[config.mk]
export PLATFORM = sky130hd
export DESIGN_NAME = x86_64_instruction_byte_encoder
export DESIGN_NICKNAME = d
export VERILOG_FILES = /design/src/hw/rtl/x86enc_pkg.sv /design/src/hw/rtl/x86enc_front.sv /design/src/hw/rtl/x86enc_queue.sv /design/src/hw/rtl/x86enc_back.sv /design/src/hw/rtl/x86_64_instruction_byte_encoder.sv
export SDC_FILE = /design/constraint.sdc
export NUM_CORES = 1
export LEC_CHECK = 0
export BUFFER_PORTS_ARGS = -buffer_cell sky130_fd_sc_hd__buf_2
export CAP_MARGIN = 0
export CELL_PAD_IN_SITES_DETAIL_PLACEMENT = 1
export CELL_PAD_IN_SITES_GLOBAL_PLACEMENT = 2
export CORE_AREA = 2 2 205 207
export CTS_CLUSTER_SIZE = 8
export DETAILED_ROUTE_END_ITERATION = 8
export DIE_AREA = 0 0 207 209
export PLACE_DENSITY = 0.85
export SLEW_MARGIN = 20
export SYNTH_ARGS = -nofsm -noshare
export SYNTH_HDL_FRONTEND = slang
export SYNTH_SLANG_ARGS = --single-unit
[constraint.sdc]
create_clock -name clk -period 12.6 [get_ports clk]
set_input_delay 1.89 -clock clk [delete_from_list [all_inputs] [get_ports clk]]
set_output_delay 1.89 -clock clk [all_outputs]
set_load 0.02 [all_outputs]
[src/hw/rtl/x86enc_pkg.sv]
// ----------------------------------------------------------------------------
// x86enc_pkg
// shared types, opcode constants and byte-building helpers for the encoder
// ----------------------------------------------------------------------------
package x86enc_pkg;

	localparam int MAX_BYTES   = 10;
	localparam int BYTES_W     = MAX_BYTES * 8;
	localparam int LEN_W       = $clog2(MAX_BYTES + 1);
	localparam int QUEUE_DEPTH = 2;
	localparam int QPTR_W      = $clog2(QUEUE_DEPTH);
	localparam int QCNT_W      = $clog2(QUEUE_DEPTH + 1);

	typedef enum logic [5:0] {
		CMD_ADD32_RR    = 6'd0,
		CMD_ADD32_RI8   = 6'd1,
		CMD_ADD64_RR    = 6'd2,
		CMD_ADD64_RI8   = 6'd3,
		CMD_ADD64_RI32  = 6'd4,
		CMD_SUB32_RR    = 6'd5,
		CMD_SUB64_RR    = 6'd6,
		CMD_SUB64_RI8   = 6'd7,
		CMD_SUB64_RI32  = 6'd8,
		CMD_IMUL32_RR   = 6'd9,
		CMD_IMUL64_RR   = 6'd10,
		CMD_IDIV32      = 6'd11,
		CMD_IDIV64      = 6'd12,
		CMD_MOV8_RR     = 6'd13,
		CMD_MOV16_RR    = 6'd14,
		CMD_MOV32_RI32  = 6'd15,
		CMD_MOV32_RR    = 6'd16,
		CMD_MOV64_RR    = 6'd17,
		CMD_MOV64_RI64  = 6'd18,
		CMD_MOV8_SI     = 6'd19,
		CMD_MOV8_SR     = 6'd20,
		CMD_MOV16_SI    = 6'd21,
		CMD_MOV16_SR    = 6'd22,
		CMD_MOV32_SI    = 6'd23,
		CMD_MOV32_RS    = 6'd24,
		CMD_MOV32_SR    = 6'd25,
		CMD_MOV64_SR    = 6'd26,
		CMD_MOV64_RS    = 6'd27,
		CMD_MOVZX_RS8   = 6'd28,
		CMD_MOVZX_RS16  = 6'd29,
		CMD_MOVSX_RS8   = 6'd30,
		CMD_MOVSX_RS16  = 6'd31,
		CMD_LEA64_RIP   = 6'd32,
		CMD_XOR32_RR    = 6'd33,
		CMD_XOR64_RR    = 6'd34,
		CMD_CMP32_EAXI8 = 6'd35,
		CMD_RET         = 6'd36,
		CMD_CALL_REL32  = 6'd37
	} cmd_t;

	localparam logic [1:0] MOD_INDIR = 2'd0;
	localparam logic [1:0] MOD_DISP8 = 2'd1;
	localparam logic [1:0] MOD_REG   = 2'd3;
	localparam logic [2:0] RM_RSP    = 3'd4;
	localparam logic [2:0] RM_RIP    = 3'd5;

	// opcode extensions in the modrm reg field
	localparam logic [2:0] OPX_ADD  = 3'd0;
	localparam logic [2:0] OPX_SUB  = 3'd5;
	localparam logic [2:0] OPX_IDIV = 3'd7;
	localparam logic [2:0] OPX_CMP  = 3'd7;
	localparam logic [2:0] REG_RAX  = 3'd0;

	localparam logic [7:0] REX_W_BYTE  = 8'h48;
	localparam logic [7:0] REX_R_BYTE  = 8'h44;
	localparam logic [7:0] REX_WR_BYTE = 8'h4c;
	localparam logic [7:0] OPSZ_BYTE   = 8'h66;
	localparam logic [7:0] SIB_RSP     = 8'h24;
	localparam logic [7:0] ESC_0F      = 8'h0f;

	// opcode bytes
	localparam logic [7:0] OP_ADD_RM   = 8'h03;
	localparam logic [7:0] OP_GRP1_IB  = 8'h83;
	localparam logic [7:0] OP_GRP1_ID  = 8'h81;
	localparam logic [7:0] OP_SUB_RM   = 8'h2b;
	localparam logic [7:0] OP_IMUL_RM  = 8'haf;
	localparam logic [7:0] OP_GRP3     = 8'hf7;
	localparam logic [7:0] OP_MOV8_MR  = 8'h88;
	localparam logic [7:0] OP_MOV_MR   = 8'h89;
	localparam logic [7:0] OP_MOV_RM   = 8'h8b;
	localparam logic [7:0] OP_MOV_RI   = 8'hb8;
	localparam logic [7:0] OP_MOV8_MI  = 8'hc6;
	localparam logic [7:0] OP_MOV_MI   = 8'hc7;
	localparam logic [7:0] OP_MOVZX8   = 8'hb6;
	localparam logic [7:0] OP_MOVZX16  = 8'hb7;
	localparam logic [7:0] OP_MOVSX8   = 8'hbe;
	localparam logic [7:0] OP_MOVSX16  = 8'hbf;
	localparam logic [7:0] OP_LEA      = 8'h8d;
	localparam logic [7:0] OP_XOR_RM   = 8'h33;
	localparam logic [7:0] OP_RET      = 8'hc3;
	localparam logic [7:0] OP_CALL_REL = 8'he8;

	// one encoded instruction, first byte in the low bits
	typedef struct packed {
		logic [BYTES_W-1:0] bytes;
		logic [LEN_W-1:0]   len;
	} instr_t;

	function automatic logic [7:0] modrm(input logic [1:0] md, input logic [2:0] reg_f,
			input logic [2:0] rm);
		modrm = {md, reg_f, rm};
	endfunction

	// modrm, sib and disp8 for rsp-relative addressing
	function automatic logic [23:0] stack_addr(input logic [2:0] reg_f,
			input logic [7:0] disp8);
		stack_addr = {disp8, SIB_RSP, modrm(MOD_DISP8, reg_f, RM_RSP)};
	endfunction

endpackage

[src/hw/rtl/x86enc_front.sv]
// ----------------------------------------------------------------------------
// x86enc_front
// accepts requests, builds the byte sequence and length, drops unused codes
// ----------------------------------------------------------------------------
module x86enc_front import x86enc_pkg::*; (
	input  logic         clk,
	input  logic         arst_n,
	input  logic         in_valid,
	output logic         in_ready,
	input  logic [5:0]   cmd,
	input  logic [2:0]   dest_reg,
	input  logic [3:0]   src_reg,
	input  logic [63:0]  imm_value,
	input  logic [31:0]  displacement,
	output logic         push,
	input  logic         push_ready,
	output instr_t       push_data
);

	logic               valid_s1;
	instr_t             instr_s1;
	logic [BYTES_W-1:0] seq;
	logic [LEN_W-1:0]   len;
	logic [2:0]         d;
	logic [2:0]         s;
	logic [7:0]         d8;
	logic               accept;

	assign d  = dest_reg;
	assign s  = src_reg[2:0];
	assign d8 = displacement[7:0];

	always_comb begin
		seq = '0;
		len = '0;
		case (cmd)
			CMD_ADD32_RR: begin
				seq = BYTES_W'({modrm(MOD_REG, s, d), OP_ADD_RM}); len = LEN_W'(2);
			end
			CMD_ADD32_RI8: begin
				seq = BYTES_W'({imm_value[7:0], modrm(MOD_REG, OPX_ADD, d), OP_GRP1_IB});
				len = LEN_W'(3);
			end
			CMD_ADD64_RR: begin
				seq = BYTES_W'({modrm(MOD_REG, s, d), OP_ADD_RM, REX_W_BYTE}); len = LEN_W'(3);
			end
			CMD_ADD64_RI8: begin
				seq = BYTES_W'({imm_value[7:0], modrm(MOD_REG, OPX_ADD, d), OP_GRP1_IB,
					REX_W_BYTE});
				len = LEN_W'(4);
			end
			CMD_ADD64_RI32: begin
				seq = BYTES_W'({imm_value[31:0], modrm(MOD_REG, OPX_ADD, d), OP_GRP1_ID,
					REX_W_BYTE});
				len = LEN_W'(7);
			end
			CMD_SUB32_RR: begin
				seq = BYTES_W'({modrm(MOD_REG, s, d), OP_SUB_RM}); len = LEN_W'(2);
			end
			CMD_SUB64_RR: begin
				seq = BYTES_W'({modrm(MOD_REG, s, d), OP_SUB_RM, REX_W_BYTE}); len = LEN_W'(3);
			end
			CMD_SUB64_RI8: begin
				seq = BYTES_W'({imm_value[7:0], modrm(MOD_REG, OPX_SUB, d), OP_GRP1_IB,
					REX_W_BYTE});
				len = LEN_W'(4);
			end
			CMD_SUB64_RI32: begin
				seq = BYTES_W'({imm_value[31:0], modrm(MOD_REG, OPX_SUB, d), OP_GRP1_ID,
					REX_W_BYTE});
				len = LEN_W'(7);
			end
			CMD_IMUL32_RR: begin
				seq = BYTES_W'({modrm(MOD_REG, d, s), OP_IMUL_RM, ESC_0F}); len = LEN_W'(3);
			end
			CMD_IMUL64_RR: begin
				seq = BYTES_W'({modrm(MOD_REG, d, s), OP_IMUL_RM, ESC_0F, REX_W_BYTE});
				len = LEN_W'(4);
			end
			CMD_IDIV32: begin
				seq = BYTES_W'({modrm(MOD_REG, OPX_IDIV, d), OP_GRP3}); len = LEN_W'(2);
			end
			CMD_IDIV64: begin
				seq = BYTES_W'({modrm(MOD_REG, OPX_IDIV, d), OP_GRP3, REX_W_BYTE});
				len = LEN_W'(3);
			end
			CMD_MOV8_RR: begin
				seq = BYTES_W'({modrm(MOD_REG, s, d), OP_MOV8_MR}); len = LEN_W'(2);
			end
			CMD_MOV16_RR: begin
				seq = BYTES_W'({modrm(MOD_REG, s, d), OP_MOV_MR, OPSZ_BYTE}); len = LEN_W'(3);
			end
			CMD_MOV32_RI32: begin
				seq = BYTES_W'({imm_value[31:0], OP_MOV_RI[7:3], d}); len = LEN_W'(5);
			end
			CMD_MOV32_RR: begin
				seq = BYTES_W'({modrm(MOD_REG, s, d), OP_MOV_MR}); len = LEN_W'(2);
			end
			CMD_MOV64_RR: begin
				seq = BYTES_W'({modrm(MOD_REG, s, d), OP_MOV_MR, REX_W_BYTE}); len = LEN_W'(3);
			end
			CMD_MOV64_RI64: begin
				seq = BYTES_W'({imm_value, OP_MOV_RI[7:3], d, REX_W_BYTE}); len = LEN_W'(10);
			end
			CMD_MOV8_SI: begin
				seq = BYTES_W'({imm_value[7:0], stack_addr(OPX_ADD, d8), OP_MOV8_MI});
				len = LEN_W'(5);
			end
			CMD_MOV8_SR: begin
				if (src_reg[3]) begin
					seq = BYTES_W'({stack_addr(s, d8), OP_MOV8_MR, REX_R_BYTE}); len = LEN_W'(5);
				end else begin
					seq = BYTES_W'({stack_addr(s, d8), OP_MOV8_MR}); len = LEN_W'(4);
				end
			end
			CMD_MOV16_SI: begin
				seq = BYTES_W'({imm_value[15:0], stack_addr(OPX_ADD, d8), OP_MOV_MI, OPSZ_BYTE});
				len = LEN_W'(7);
			end
			CMD_MOV16_SR: begin
				if (src_reg[3]) begin
					seq = BYTES_W'({stack_addr(s, d8), OP_MOV_MR, REX_R_BYTE, OPSZ_BYTE});
					len = LEN_W'(6);
				end else begin
					seq = BYTES_W'({stack_addr(s, d8), OP_MOV_MR, OPSZ_BYTE}); len = LEN_W'(5);
				end
			end
			CMD_MOV32_SI: begin
				seq = BYTES_W'({imm_value[31:0], stack_addr(OPX_ADD, d8), OP_MOV_MI});
				len = LEN_W'(8);
			end
			CMD_MOV32_RS: begin
				seq = BYTES_W'({stack_addr(d, d8), OP_MOV_RM}); len = LEN_W'(4);
			end
			CMD_MOV32_SR: begin
				if (src_reg[3]) begin
					seq = BYTES_W'({stack_addr(s, d8), OP_MOV_MR, REX_R_BYTE}); len = LEN_W'(5);
				end else begin
					seq = BYTES_W'({stack_addr(s, d8), OP_MOV_MR}); len = LEN_W'(4);
				end
			end
			CMD_MOV64_SR: begin
				seq = BYTES_W'({stack_addr(s, d8), OP_MOV_MR,
					src_reg[3] ? REX_WR_BYTE : REX_W_BYTE});
				len = LEN_W'(5);
			end
			CMD_MOV64_RS: begin
				seq = BYTES_W'({stack_addr(d, d8), OP_MOV_RM, REX_W_BYTE}); len = LEN_W'(5);
			end
			CMD_MOVZX_RS8: begin
				seq = BYTES_W'({stack_addr(d, d8), OP_MOVZX8, ESC_0F}); len = LEN_W'(5);
			end
			CMD_MOVZX_RS16: begin
				seq = BYTES_W'({stack_addr(d, d8), OP_MOVZX16, ESC_0F}); len = LEN_W'(5);
			end
			CMD_MOVSX_RS8: begin
				seq = BYTES_W'({stack_addr(d, d8), OP_MOVSX8, ESC_0F}); len = LEN_W'(5);
			end
			CMD_MOVSX_RS16: begin
				seq = BYTES_W'({stack_addr(d, d8), OP_MOVSX16, ESC_0F}); len = LEN_W'(5);
			end
			CMD_LEA64_RIP: begin
				seq = BYTES_W'({displacement, modrm(MOD_INDIR, d, RM_RIP), OP_LEA, REX_W_BYTE});
				len = LEN_W'(7);
			end
			CMD_XOR32_RR: begin
				seq = BYTES_W'({modrm(MOD_REG, s, d), OP_XOR_RM}); len = LEN_W'(2);
			end
			CMD_XOR64_RR: begin
				seq = BYTES_W'({modrm(MOD_REG, s, d), OP_XOR_RM, REX_W_BYTE}); len = LEN_W'(3);
			end
			CMD_CMP32_EAXI8: begin
				seq = BYTES_W'({imm_value[7:0], modrm(MOD_REG, OPX_CMP, REG_RAX), OP_GRP1_IB});
				len = LEN_W'(3);
			end
			CMD_RET: begin
				seq = BYTES_W'(OP_RET); len = LEN_W'(1);
			end
			CMD_CALL_REL32: begin
				seq = BYTES_W'({32'h0, OP_CALL_REL}); len = LEN_W'(5);
			end
			default: begin
				seq = '0; len = '0;
			end
		endcase
	end

	// stage register frees up when the queue takes its item
	assign in_ready  = !valid_s1 || push_ready;
	assign accept    = in_valid && in_ready;
	assign push      = valid_s1;
	assign push_data = instr_s1;

	always_ff @(posedge clk or negedge arst_n) begin
		if (!arst_n) begin
			valid_s1 <= 1'b0;
		end else if (accept) begin
			// unused codes produce no bytes and are dropped here
			valid_s1 <= (len != '0);
		end else if (push_ready) begin
			valid_s1 <= 1'b0;
		end
	end

	always_ff @(posedge clk) begin
		if (accept) begin
			instr_s1.bytes <= seq;
			instr_s1.len   <= len;
		end
	end

endmodule

[src/hw/rtl/x86enc_queue.sv]
// ----------------------------------------------------------------------------
// x86enc_queue
// small fifo of encoded instructions between front and back
// ----------------------------------------------------------------------------
module x86enc_queue import x86enc_pkg::*; (
	input  logic   clk,
	input  logic   arst_n,
	input  logic   push,
	output logic   push_ready,
	input  instr_t push_data,
	output logic   pop_valid,
	input  logic   pop,
	output instr_t pop_data
);

	instr_t            entry_q [QUEUE_DEPTH];
	logic [QPTR_W-1:0] wr_ptr_q;
	logic [QPTR_W-1:0] rd_ptr_q;
	logic [QCNT_W-1:0] count_q;
	logic              do_push;
	logic              do_pop;

	assign push_ready = (count_q != QCNT_W'(QUEUE_DEPTH));
	assign pop_valid  = (count_q != '0);
	assign pop_data   = entry_q[rd_ptr_q];
	assign do_push    = push && push_ready;
	assign do_pop     = pop && pop_valid;

	always_ff @(posedge clk or negedge arst_n) begin
		if (!arst_n) begin
			wr_ptr_q <= '0;
			rd_ptr_q <= '0;
			count_q  <= '0;
		end else begin
			if (do_push) begin
				wr_ptr_q <= (wr_ptr_q == QPTR_W'(QUEUE_DEPTH - 1)) ? '0 : wr_ptr_q + 1'b1;
			end
			if (do_pop) begin
				rd_ptr_q <= (rd_ptr_q == QPTR_W'(QUEUE_DEPTH - 1)) ? '0 : rd_ptr_q + 1'b1;
			end
			if (do_push && !do_pop) begin
				count_q <= count_q + 1'b1;
			end else if (do_pop && !do_push) begin
				count_q <= count_q - 1'b1;
			end
		end
	end

	always_ff @(posedge clk) begin
		if (do_push) begin
			entry_q[wr_ptr_q] <= push_data;
		end
	end

endmodule

[src/hw/rtl/x86enc_back.sv]
// ----------------------------------------------------------------------------
// x86enc_back
// shifts out one code byte per cycle while out_ready allows, with running offset and last flag
// ----------------------------------------------------------------------------
module x86enc_back import x86enc_pkg::*; (
	input  logic         clk,
	input  logic         arst_n,
	input  logic         pop_valid,
	output logic         pop,
	input  instr_t       pop_data,
	output logic         out_valid,
	input  logic         out_ready,
	output logic [7:0]   code_byte,
	output logic [31:0]  byte_offset,
	output logic         last
);

	logic               cur_valid_q;
	logic [BYTES_W-1:0] cur_bytes_q;
	logic [LEN_W-1:0]   rem_q;
	logic [31:0]        count_q;
	logic               out_valid_q;
	logic [7:0]         code_byte_q;
	logic [31:0]        byte_offset_q;
	logic               last_q;
	logic               advance;
	logic               emit;
	logic               cur_last;

	assign advance  = !out_valid_q || out_ready;
	assign emit     = advance && cur_valid_q;
	assign cur_last = (rem_q == LEN_W'(1));
	// next instruction loads as the current one sends its final byte
	assign pop      = pop_valid && (!cur_valid_q || (emit && cur_last));

	always_ff @(posedge clk or negedge arst_n) begin
		if (!arst_n) begin
			cur_valid_q <= 1'b0;
			rem_q       <= '0;
			count_q     <= '0;
			out_valid_q <= 1'b0;
		end else begin
			if (pop) begin
				cur_valid_q <= 1'b1;
				rem_q       <= pop_data.len;
			end else if (emit) begin
				cur_valid_q <= !cur_last;
				rem_q       <= rem_q - 1'b1;
			end
			if (emit) begin
				count_q <= count_q + 32'd1;
			end
			if (advance) begin
				out_valid_q <= emit;
			end
		end
	end

	always_ff @(posedge clk) begin
		if (pop) begin
			cur_bytes_q <= pop_data.bytes;
		end else if (emit) begin
			cur_bytes_q <= cur_bytes_q >> 8;
		end
		if (emit) begin
			code_byte_q   <= cur_bytes_q[7:0];
			byte_offset_q <= count_q;
			last_q        <= cur_last;
		end
	end

	assign out_valid   = out_valid_q;
	assign code_byte   = code_byte_q;
	assign byte_offset = byte_offset_q;
	assign last        = last_q;

endmodule

[src/hw/rtl/x86_64_instruction_byte_encoder.sv]
// ----------------------------------------------------------------------------
// x86_64_instruction_byte_encoder
// turns instruction requests into a stream of x86-64 machine code bytes
// ----------------------------------------------------------------------------
// usage
//   input channel (in_valid/in_ready) takes one request per item: cmd picks
//   one of 38 instruction forms, with dest_reg, src_reg, imm_value and
//   displacement as operands. unused cmd codes are taken and emit nothing
//   output channel (out_valid/out_ready) gives one code byte per item with
//   its running byte_offset; last marks the final byte of an instruction
//   path of a request: front stage register, queue, byte shifter, then output register
//   throughput: one byte per cycle while out_ready holds, so an instruction
//   of n bytes (1 to 10) holds the byte shifter in the back end until all n
//   have left; requests keep flowing while earlier bytes are still leaving
//   a two-entry queue sits between the decoder and the byte shifter, so a
//   stalled receiver fills the queue first and only then drops in_ready
//   reset clears the running byte count to zero and empties every stage
// ----------------------------------------------------------------------------
module x86_64_instruction_byte_encoder import x86enc_pkg::*; (
	input  logic         clk,
	input  logic         arst_n,
	input  logic         in_valid,
	output logic         in_ready,
	input  logic [5:0]   cmd,
	input  logic [2:0]   dest_reg,
	input  logic [3:0]   src_reg,
	input  logic [63:0]  imm_value,
	input  logic [31:0]  displacement,
	output logic         out_valid,
	input  logic         out_ready,
	output logic [7:0]   code_byte,
	output logic [31:0]  byte_offset,
	output logic         last
);

	// front to queue
	logic   push;
	logic   push_ready;
	instr_t push_data;

	// queue to back
	logic   pop_valid;
	logic   pop;
	instr_t pop_data;

	// decode: builds prefix, opcode, modrm, sib, disp and immediate bytes
	x86enc_front u_front (
		.clk          (clk),
		.arst_n       (arst_n),
		.in_valid     (in_valid),
		.in_ready     (in_ready),
		.cmd          (cmd),
		.dest_reg     (dest_reg),
		.src_reg      (src_reg),
		.imm_value    (imm_value),
		.displacement (displacement),
		.push         (push),
		.push_ready   (push_ready),
		.push_data    (push_data)
	);

	// decouples decode from byte emission
	x86enc_queue u_queue (
		.clk        (clk),
		.arst_n     (arst_n),
		.push       (push),
		.push_ready (push_ready),
		.push_data  (push_data),
		.pop_valid  (pop_valid),
		.pop        (pop),
		.pop_data   (pop_data)
	);

	// serializer: one byte per cycle into the output register while out_ready allows
	x86enc_back u_back (
		.clk         (clk),
		.arst_n      (arst_n),
		.pop_valid   (pop_valid),
		.pop         (pop),
		.pop_data    (pop_data),
		.out_valid   (out_valid),
		.out_ready   (out_ready),
		.code_byte   (code_byte),
		.byte_offset (byte_offset),
		.last        (last)
	);

endmodule
==> results of run 1 <==
-- sequential cells by signal, indices dropped and copies added, names as in the netlist --
register and flops:
u_queue.count_q 2, u_back.code_byte 8, u_back.rem_q 4, u_front.push 1, u_queue.entry_q 168, u_back.cur_valid_q 1
u_back.count_q 32, u_queue.rd_ptr_q 1, u_front.push_data 84, u_back.last 1, u_back.byte_offset 32, u_back.cur_bytes_q 80
u_queue.wr_ptr_q 1, u_back.out_valid 1
-- cell type report --
class	instances	area, um^2	share of cell area [%]
Inverter	12	45.0	0.214
Sequential cell	416	12300	58.4
Timing Repair Buffer	172	903	4.30
Tap cell	539	674	3.21
Multi-Input combinational cell	845	5490	26.1
Clock buffer	80	1530	7.30
Clock inverter	5	92.6	0.440
-- layout by cell type, fill, tap and decap left out, drive strengths merged, types with 7 or more instances in the layout --
cell / n
o211ai: 11
a22o: 11
buf: 172
mux2i: 84
nand2b: 19
nor2b: 21
o21ai: 101
dfrtp: 43
nand3: 33
clkbuf: 80
edfxtp: 373
a221oi: 12
a221o: 11
a222oi: 37
nor2: 68
and2: 22
a21oi: 36
xnor2: 24
inv: 13
or2: 9
nor3: 22
xor2: 14
nand2: 164
a22oi: 25
nand4: 12
a211o: 7
-- cells by family (layout without fill, tap and decap cells) --
family          Yosys count  after routing  synth area share, %
xor+xnor                 38             38                 1.83
flops                   416            416                 67.5
buf+inv                 105            269                 2.70
compound gates          319            319                 12.4
simple gates            399            399                 10.7
mux                      85             85                 4.68
fa+ha+maj                 4              4                0.275
-- layer usage --
layer,track usage [%],routed length (um),share of wire (%)
met3,4.21,3760,7.3
met1,31.7,21400,42
met5,0,0,0
met2,37.9,24400,48
met4,9.24,1780,3.5
-- final timing paths --
path	to	slack (ns)	depth (start not counted)
worst max-delay path	u_front.push_data[32]	8.38	7
worst min-delay path	u_back.code_byte[4]	0.42	0
worst max register to register	u_queue.count_q[1]	9.35	10
worst min register to register	u_back.code_byte[4]	0.42	0
max in group asynchronous	u_queue.rd_ptr_q	10.42	1
min in group asynchronous	u_back.count_q[3]	1.47	1
-- synth_stat cells (7+ instances only) --
master | n | area share, %
a221oi_1 | 12 | 0.58
o21ai_0 | 99 | 2.7
xnor2_1 | 24 | 1.2
nand3_1 | 33 | 0.91
o211ai_1 | 11 | 0.45
clkbuf_1 | 40 | 0.83
mux2i_1 | 84 | 4.6
a211o_1 | 7 | 0.34
nor2_1 | 67 | 1.4
nor2b_1 | 20 | 0.69
a22o_1 | 11 | 0.53
a222oi_1 | 37 | 2.0
a221o_1 | 11 | 0.61
buf_2 | 41 | 1.1
nand2_1 | 164 | 3.4
and2_1 | 21 | 0.72
dfrtp_1 | 43 | 5.9
a22oi_1 | 25 | 1.0
nand2b_1 | 19 | 0.65
inv_1 | 11 | 0.23
xor2_1 | 14 | 0.67
nor3_1 | 16 | 0.44
nand4_1 | 12 | 0.41
edfxtp_1 | 373 | 62
a21oi_1 | 36 | 0.99
-- through the flow --
stage	setup slack [ns]	hold WS [ns]	power, W
after floorplan	5.44	0.400	0.00240
after global placement	7.84	0.409	0.00261
after detailed placement	7.84	0.405	0.00266
after CTS	8.47	0.417	0.00408
after global routing	8.24	0.421	0.00420
final	8.38	0.415	0.00403
-- power by group --
| group | switching [W] | internal (W) | total, W |
|---|---|---|---|
| sequential | 0.000139 | 0.00185 | 0.00199 |
| clock | 0.000553 | 0.000854 | 0.00141 |
| combinational | 0.000418 | 0.000217 | 0.000636 |
==> summary.txt, run 1 <==
Outcome
  – Status: complete, but fails checks
  – Failing checks: DRC

Power
  – VDD IR max: 111 uV
  – Lkg Pwr: 7.96 nW
  – Power Density: 192 nW/um^2

Worst setup path
  – WS Path Type: in2reg
  – R2R Path Start: u_back.rem_q[0]
  – Crit path required time: 12.94 ns
  – Crit path from: cmd[5]
  – Crit path arrival time: 4.57 ns
  – CP Buf/Inv Count: 2
  – Slowest cell on crit path: nand2b_1
  – Delay of the slowest critical-path stage: 0.83 ns
  – Critical Path Fanout Max: 57
  – Cells along the critical path: buf_2, nand2b_1, nor3_2, buf_4, a222oi_1, nand2_1, a221o_1
  – Kind of end point of the critical path: register
  – CP Launch Type: input port
  – Delay-heaviest family, CP: simple AND/OR/NAND/NOR gates

STA
  – Final-report setup violation count: 0
  – Worst-margin pin slew: 1.10 ns
  – Setup TNS: 0 ns
  – Post-route clock period utilization: approximately a third
  – Max Clock Freq: 237 MHz
  – Final Skew: about 0.026 ns
  – Crit path time final: 4.22 ns
  – Slew margin rel.: between 20% and 30%
  – Final Hold Vio Count: 0
  – RSZ-0062 raised after global routing: false
  – Max-slew violations: 0

Floorplan
  – Die extent in y: 209 um
  – IO Pins: 156
  – FP Rows: 75
  – Core area: 41300 um^2
  – Starting Density: roughly 44%
  – Die area: 43300 um^2
  – Width of the die: 207 um

Detailed routing
  – Post-route antenna net violation count: 0
  – Initial DRC Count: 1199
  – Vias per std cell: between 6 and 7
  – DR WL/cell: 24.8 um
  – First-pass DRT Iterations: 9
  – Remaining DRCs: 5
  – Routed wire length: approximately 51000 um
  – Vias: 12400

Yosys
  – Seq/Total Area, Yosys: 67.5%
  – Async set-or-reset flop fraction in the synthesized netlist: 10.3%
  – Post-Syn Instances: 1366
  – Syn Nets: around 1500
  – Post-synth top flop: edfxtp_1
  – Register bit total from synthesis: ~420
  – Synth cell types: 77
  – Mean Syn Cell Area: 13.3 um^2
  – Yosys warnings: 0
  – EDFF count, synth: between 300 and 400
  – Cell area after synthesis: 18200 um^2

Run
  – Max-cap violation count: 0

Clock network
  – H-tree depth: 2
  – CTS root buf: clkbuf_16
  – CTS max path bufs: 3
  – Clk pin slew, worst setup/hold paths: 0.05 ns
  – CTS tree: yes
  – Inserted Clock Buffers: 58
  – Post-CTS Setup Bufs: 0
  – Clk Latency, worst-skew pair: 0.60 ns
  – PostCTS Resize Cnt: 0
  – Clock sink count: roughly 420
  – Hold Buf Count CTS: 0

Layout
  – Final Cell Area: roughly 21000 um^2
  – Final Core Density: just over 50%
  – NumNets Final: 1622
  – N_diodes: 0
  – Share of cells above drive strength 1: 16.9%
  – Non-filler cells, final: 2069
  – P&R area growth vs syn: 15.5%
  – Filler Cell Count: 4192

Placed design
  – Detail Placement HPWL: between 30000 and 40000 um
  – Placed insts: a little under 2000
  – GP Congestion: 0.908
  – Post-DP Area: ~19000 um^2
  – Input/output buffers: 155

Global route
  – Initial antenna violation count: 0
  – Total GRT Usage: 23.5%
  – First-pass GRT wire length: 78300 um
  – Vias in the first global route: 13000
  – Maximum number of pins on one net before global-route repair: 98
  – GRT Residual Overflow: 0

Hold path
  – Worst Hold Class: reg2reg
  – Hold Path Origin: u_back.cur_bytes_q[4]
Note: power is estimated with default switching activity, not from simulation.
==> run 2: changes to the inputs <==
--- a/config.mk
+++ b/config.mk
@@ -9,11 +9,11 @@
 export CAP_MARGIN = 0
 export CELL_PAD_IN_SITES_DETAIL_PLACEMENT = 1
 export CELL_PAD_IN_SITES_GLOBAL_PLACEMENT = 2
-export CORE_AREA = 2 2 205 207
+export CORE_AREA = 2 2 222 224
 export CTS_CLUSTER_SIZE = 8
 export DETAILED_ROUTE_END_ITERATION = 8
-export DIE_AREA = 0 0 207 209
-export PLACE_DENSITY = 0.85
+export DIE_AREA = 0 0 224 226
+export PLACE_DENSITY = 0.78
 export SLEW_MARGIN = 20
 export SYNTH_ARGS = -nofsm -noshare
 export SYNTH_HDL_FRONTEND = slang
==> constraint.sdc (replaced) <==
create_clock -name clk -period 3.8 [get_ports clk]
set_input_delay 0.57 -clock clk [delete_from_list [all_inputs] [get_ports clk]]
set_output_delay 0.57 -clock clk [all_outputs]
set_load 0.02 [all_outputs]
==> summary.txt, run 2 (synthesis results as in run 1) <==
STA
  – Final Hold Vio Count: 0 (unchanged)
  – Crit path time final: 2.62 ns
  – Final Skew: 0.0215 ns (was 0.0257 ns)
  – RSZ-0062 raised after global routing: false (unchanged)
  – Max Clock Freq: 382 MHz
  – Worst-margin pin slew: 1.02 ns (was 1.10 ns)
  – Post-route clock period utilization: 68.9%
  – Slew margin rel.: 32.0% (was 26.8%)
  – Final-report setup violation count: 0 (unchanged)
  – Setup TNS: 0 ns (unchanged)
  – Max-slew violations: 0 (unchanged)

Hold path
  – Worst Hold Class: in2reg (was reg2reg)

Clock network
  – CTS tree: yes (unchanged)
  – H-tree depth: 2 (unchanged)
  – Inserted Clock Buffers: 58 (unchanged)
  – CTS root buf: clkbuf_16 (unchanged)
  – Clk pin slew, worst setup/hold paths: 0.05 ns (about the same)
  – CTS max path bufs: 3 (unchanged)
  – Clock sink count: 416 (unchanged)
  – Clk Latency, worst-skew pair: 0.61 ns (was 0.60 ns)

Layout
  – Largest register FFs: 168 (unchanged)
  – Share of cells above drive strength 1: 18.9% (was 16.9%)
  – Non-filler cells, final: 2190 (was 2069)
  – N_diodes: 0 (unchanged)
  – Most common cell after layout, fill and taps aside: edfxtp_1 (unchanged)
  – Commonest non-fill, non-tap cells in the layout: 373 x edfxtp_1, 164 x nand2_1, 155 x buf_2, 99 x o21ai_0, 83 x mux2i_1 (unchanged)
  – P&R area growth vs syn: 18.2% (was 15.5%)
  – Largest Register: u_queue.entry_q (unchanged)
  – NumNets Final: 1660 (was 1622)

Power
  – Lkg Pwr: 8.18 nW (was 7.96 nW)
  – Power Density: 628 nW/um^2 (was 192 nW/um^2)
  – VDD IR max: 360 uV (was 111 uV)

Placed design
  – GP Congestion: 0.918 (was 0.908)
  – Placed insts: 2104 (was 1984)
  – Input/output buffers: 155 (unchanged)
  – Detail Placement HPWL: 36400 um (was 33600 um)

Worst setup path
  – Crit path arrival time: 2.84 ns (was 4.57 ns)
  – Critical Path Fanout Max: 64 (was 57)
  – Kind of end point of the critical path: register (unchanged)
  – WS Path Type: reg2reg (was in2reg)
  – CP Launch Type: register (was input port)
  – Crit path required time: 4.02 ns (was 12.94 ns)

Global route
  – First-pass GRT wire length: 79800 um (was 78300 um)
  – Vias in the first global route: 13000 (about the same)
  – Initial antenna violation count: 1 (was 0)
  – Grt met3 use: 4.10% (was 4.21%)
  – GRT busiest layer: met2 (unchanged)
  – GR Util met2: 33.5% (was 37.9%)
  – Grt met1 use: 28.3% (was 31.7%)
  – Total GRT Usage: 20.9% (was 23.5%)
  – Maximum number of pins on one net before global-route repair: 83 (was 98)
  – GRT Residual Overflow: 0 (unchanged)

Floorplan
  – Core area: 48300 um^2 (was 41300 um^2)
  – IO Pins: 156 (unchanged)
  – FP Rows: 81 (was 75)
  – Width of the die: 224 um (was 207 um)
  – Starting Density: 37.6% (was 44.1%)
  – Die area: 50600 um^2 (was 43300 um^2)
  – Die extent in y: 226 um (was 209 um)

Detailed routing
  – Routed wire length: 52900 um (was 51400 um)
  – Vias: 12300 (was 12400)
  – Initial DRC Count: 1198 (was 1199)
  – DR WL/cell: 24.2 um (was 24.8 um)
  – Vias per std cell: 5.62 (was 6.01)
  – Post-route antenna net violation count: 0 (unchanged)
  – Remaining DRCs: 0 (was 5)
  – First-pass DRT Iterations: 9 (unchanged)

Outcome
  – Status: finished clean (was complete, but fails checks)

Run
  – Max-cap violation count: 0 (unchanged)
==> run 2: cell types whose count changed in the layout (fill, tap and decap cells not counted) <==
cell,previous run,this run
buf_12,0,5
buf_4,17,49
bufinv_16,1,2
clkinv_1,2,1
clkinv_16,1,2
dlygate4sd3_1,0,1
inv_6,1,0
nor2_2,0,1
nor2_4,2,1
nor3_2,5,7
nor3_4,2,0
==> run 2: critical path, stage by stage, from the launching register on <==
cell	delay, ns
dfrtp_1	0.49
nor2_1	0.13
mux2i_4	0.74
buf_4	0.81
==> run 2: worst paths after layout <==
kind / start / slack (ns) / endpoint / depth (start not counted)
worst max register to register: u_queue.count_q[0] / 1.18 / u_back.cur_bytes_q[63] / 3
worst min-delay path: in_valid / 0.20 / u_front.push / 3
min in group asynchronous: arst_n / 0.53 / u_back.count_q[5] / 2
worst min register to register: u_back.cur_bytes_q[6] / 0.42 / u_back.code_byte[6] / 0
max in group asynchronous: arst_n / 2.57 / u_queue.rd_ptr_q / 3
worst max-delay path: u_queue.count_q[0] / 1.18 / u_back.cur_bytes_q[63] / 3
==> run 2: stage by stage <==
stage	total power [W]	hold WS (ns)	util [%]	area, um^2	worst slack, ns
2_1_floorplan	0.00795	0.274	-	18200	0.441
3_3_place_gp	0.00876	0.404	41.0	19800	0.756
3_5_place_dp	0.00887	0.408	41.0	19800	0.799
4_1_cts	0.0137	0.169	44.5	21500	1.11
5_1_grt	0.0141	0.188	44.5	21500	0.939
6_report	0.0135	0.203	44.5	21500	1.18
==> run 2: layout make-up <==
| cell class | instances | area (um^2) |
|---|---|---|
| tap | 622 | 778 |
| fill | 4958 | 26800 |
| sequential | 416 | 12300 |
| timing repair buffer | 210 | 1250 |
| clock inverter | 5 | 140 |
| inverter | 12 | 45.0 |
| clock buffer | 80 | 1530 |
| multi-input combinational | 845 | 5480 |
==> run 2: per-layer routing <==
| layer | up-vias | routed length, um |
|---|---|---|
| met5 | - | 0 |
| li1 | 5594 | - |
| met1 | 6161 | 23400 |
| met3 | 91 | 3100 |
| met2 | 463 | 24900 |
| met4 | 0 | 1560 |
==> run 2: timing repair <==
action,in CTS,in global routing
hold buffers,1,0
resized for setup,0,0
endpoints found under the hold margin,26,0
buffers inserted,0,0
==> run 2: report_power, final <==
group,internal [W],switching [W],total (W)
Sequential,0.00613,0.000468,0.00660
Clock,0.00291,0.00185,0.00476
Combinational,0.000778,0.00138,0.00215
Total,0.00982,0.00369,0.0135
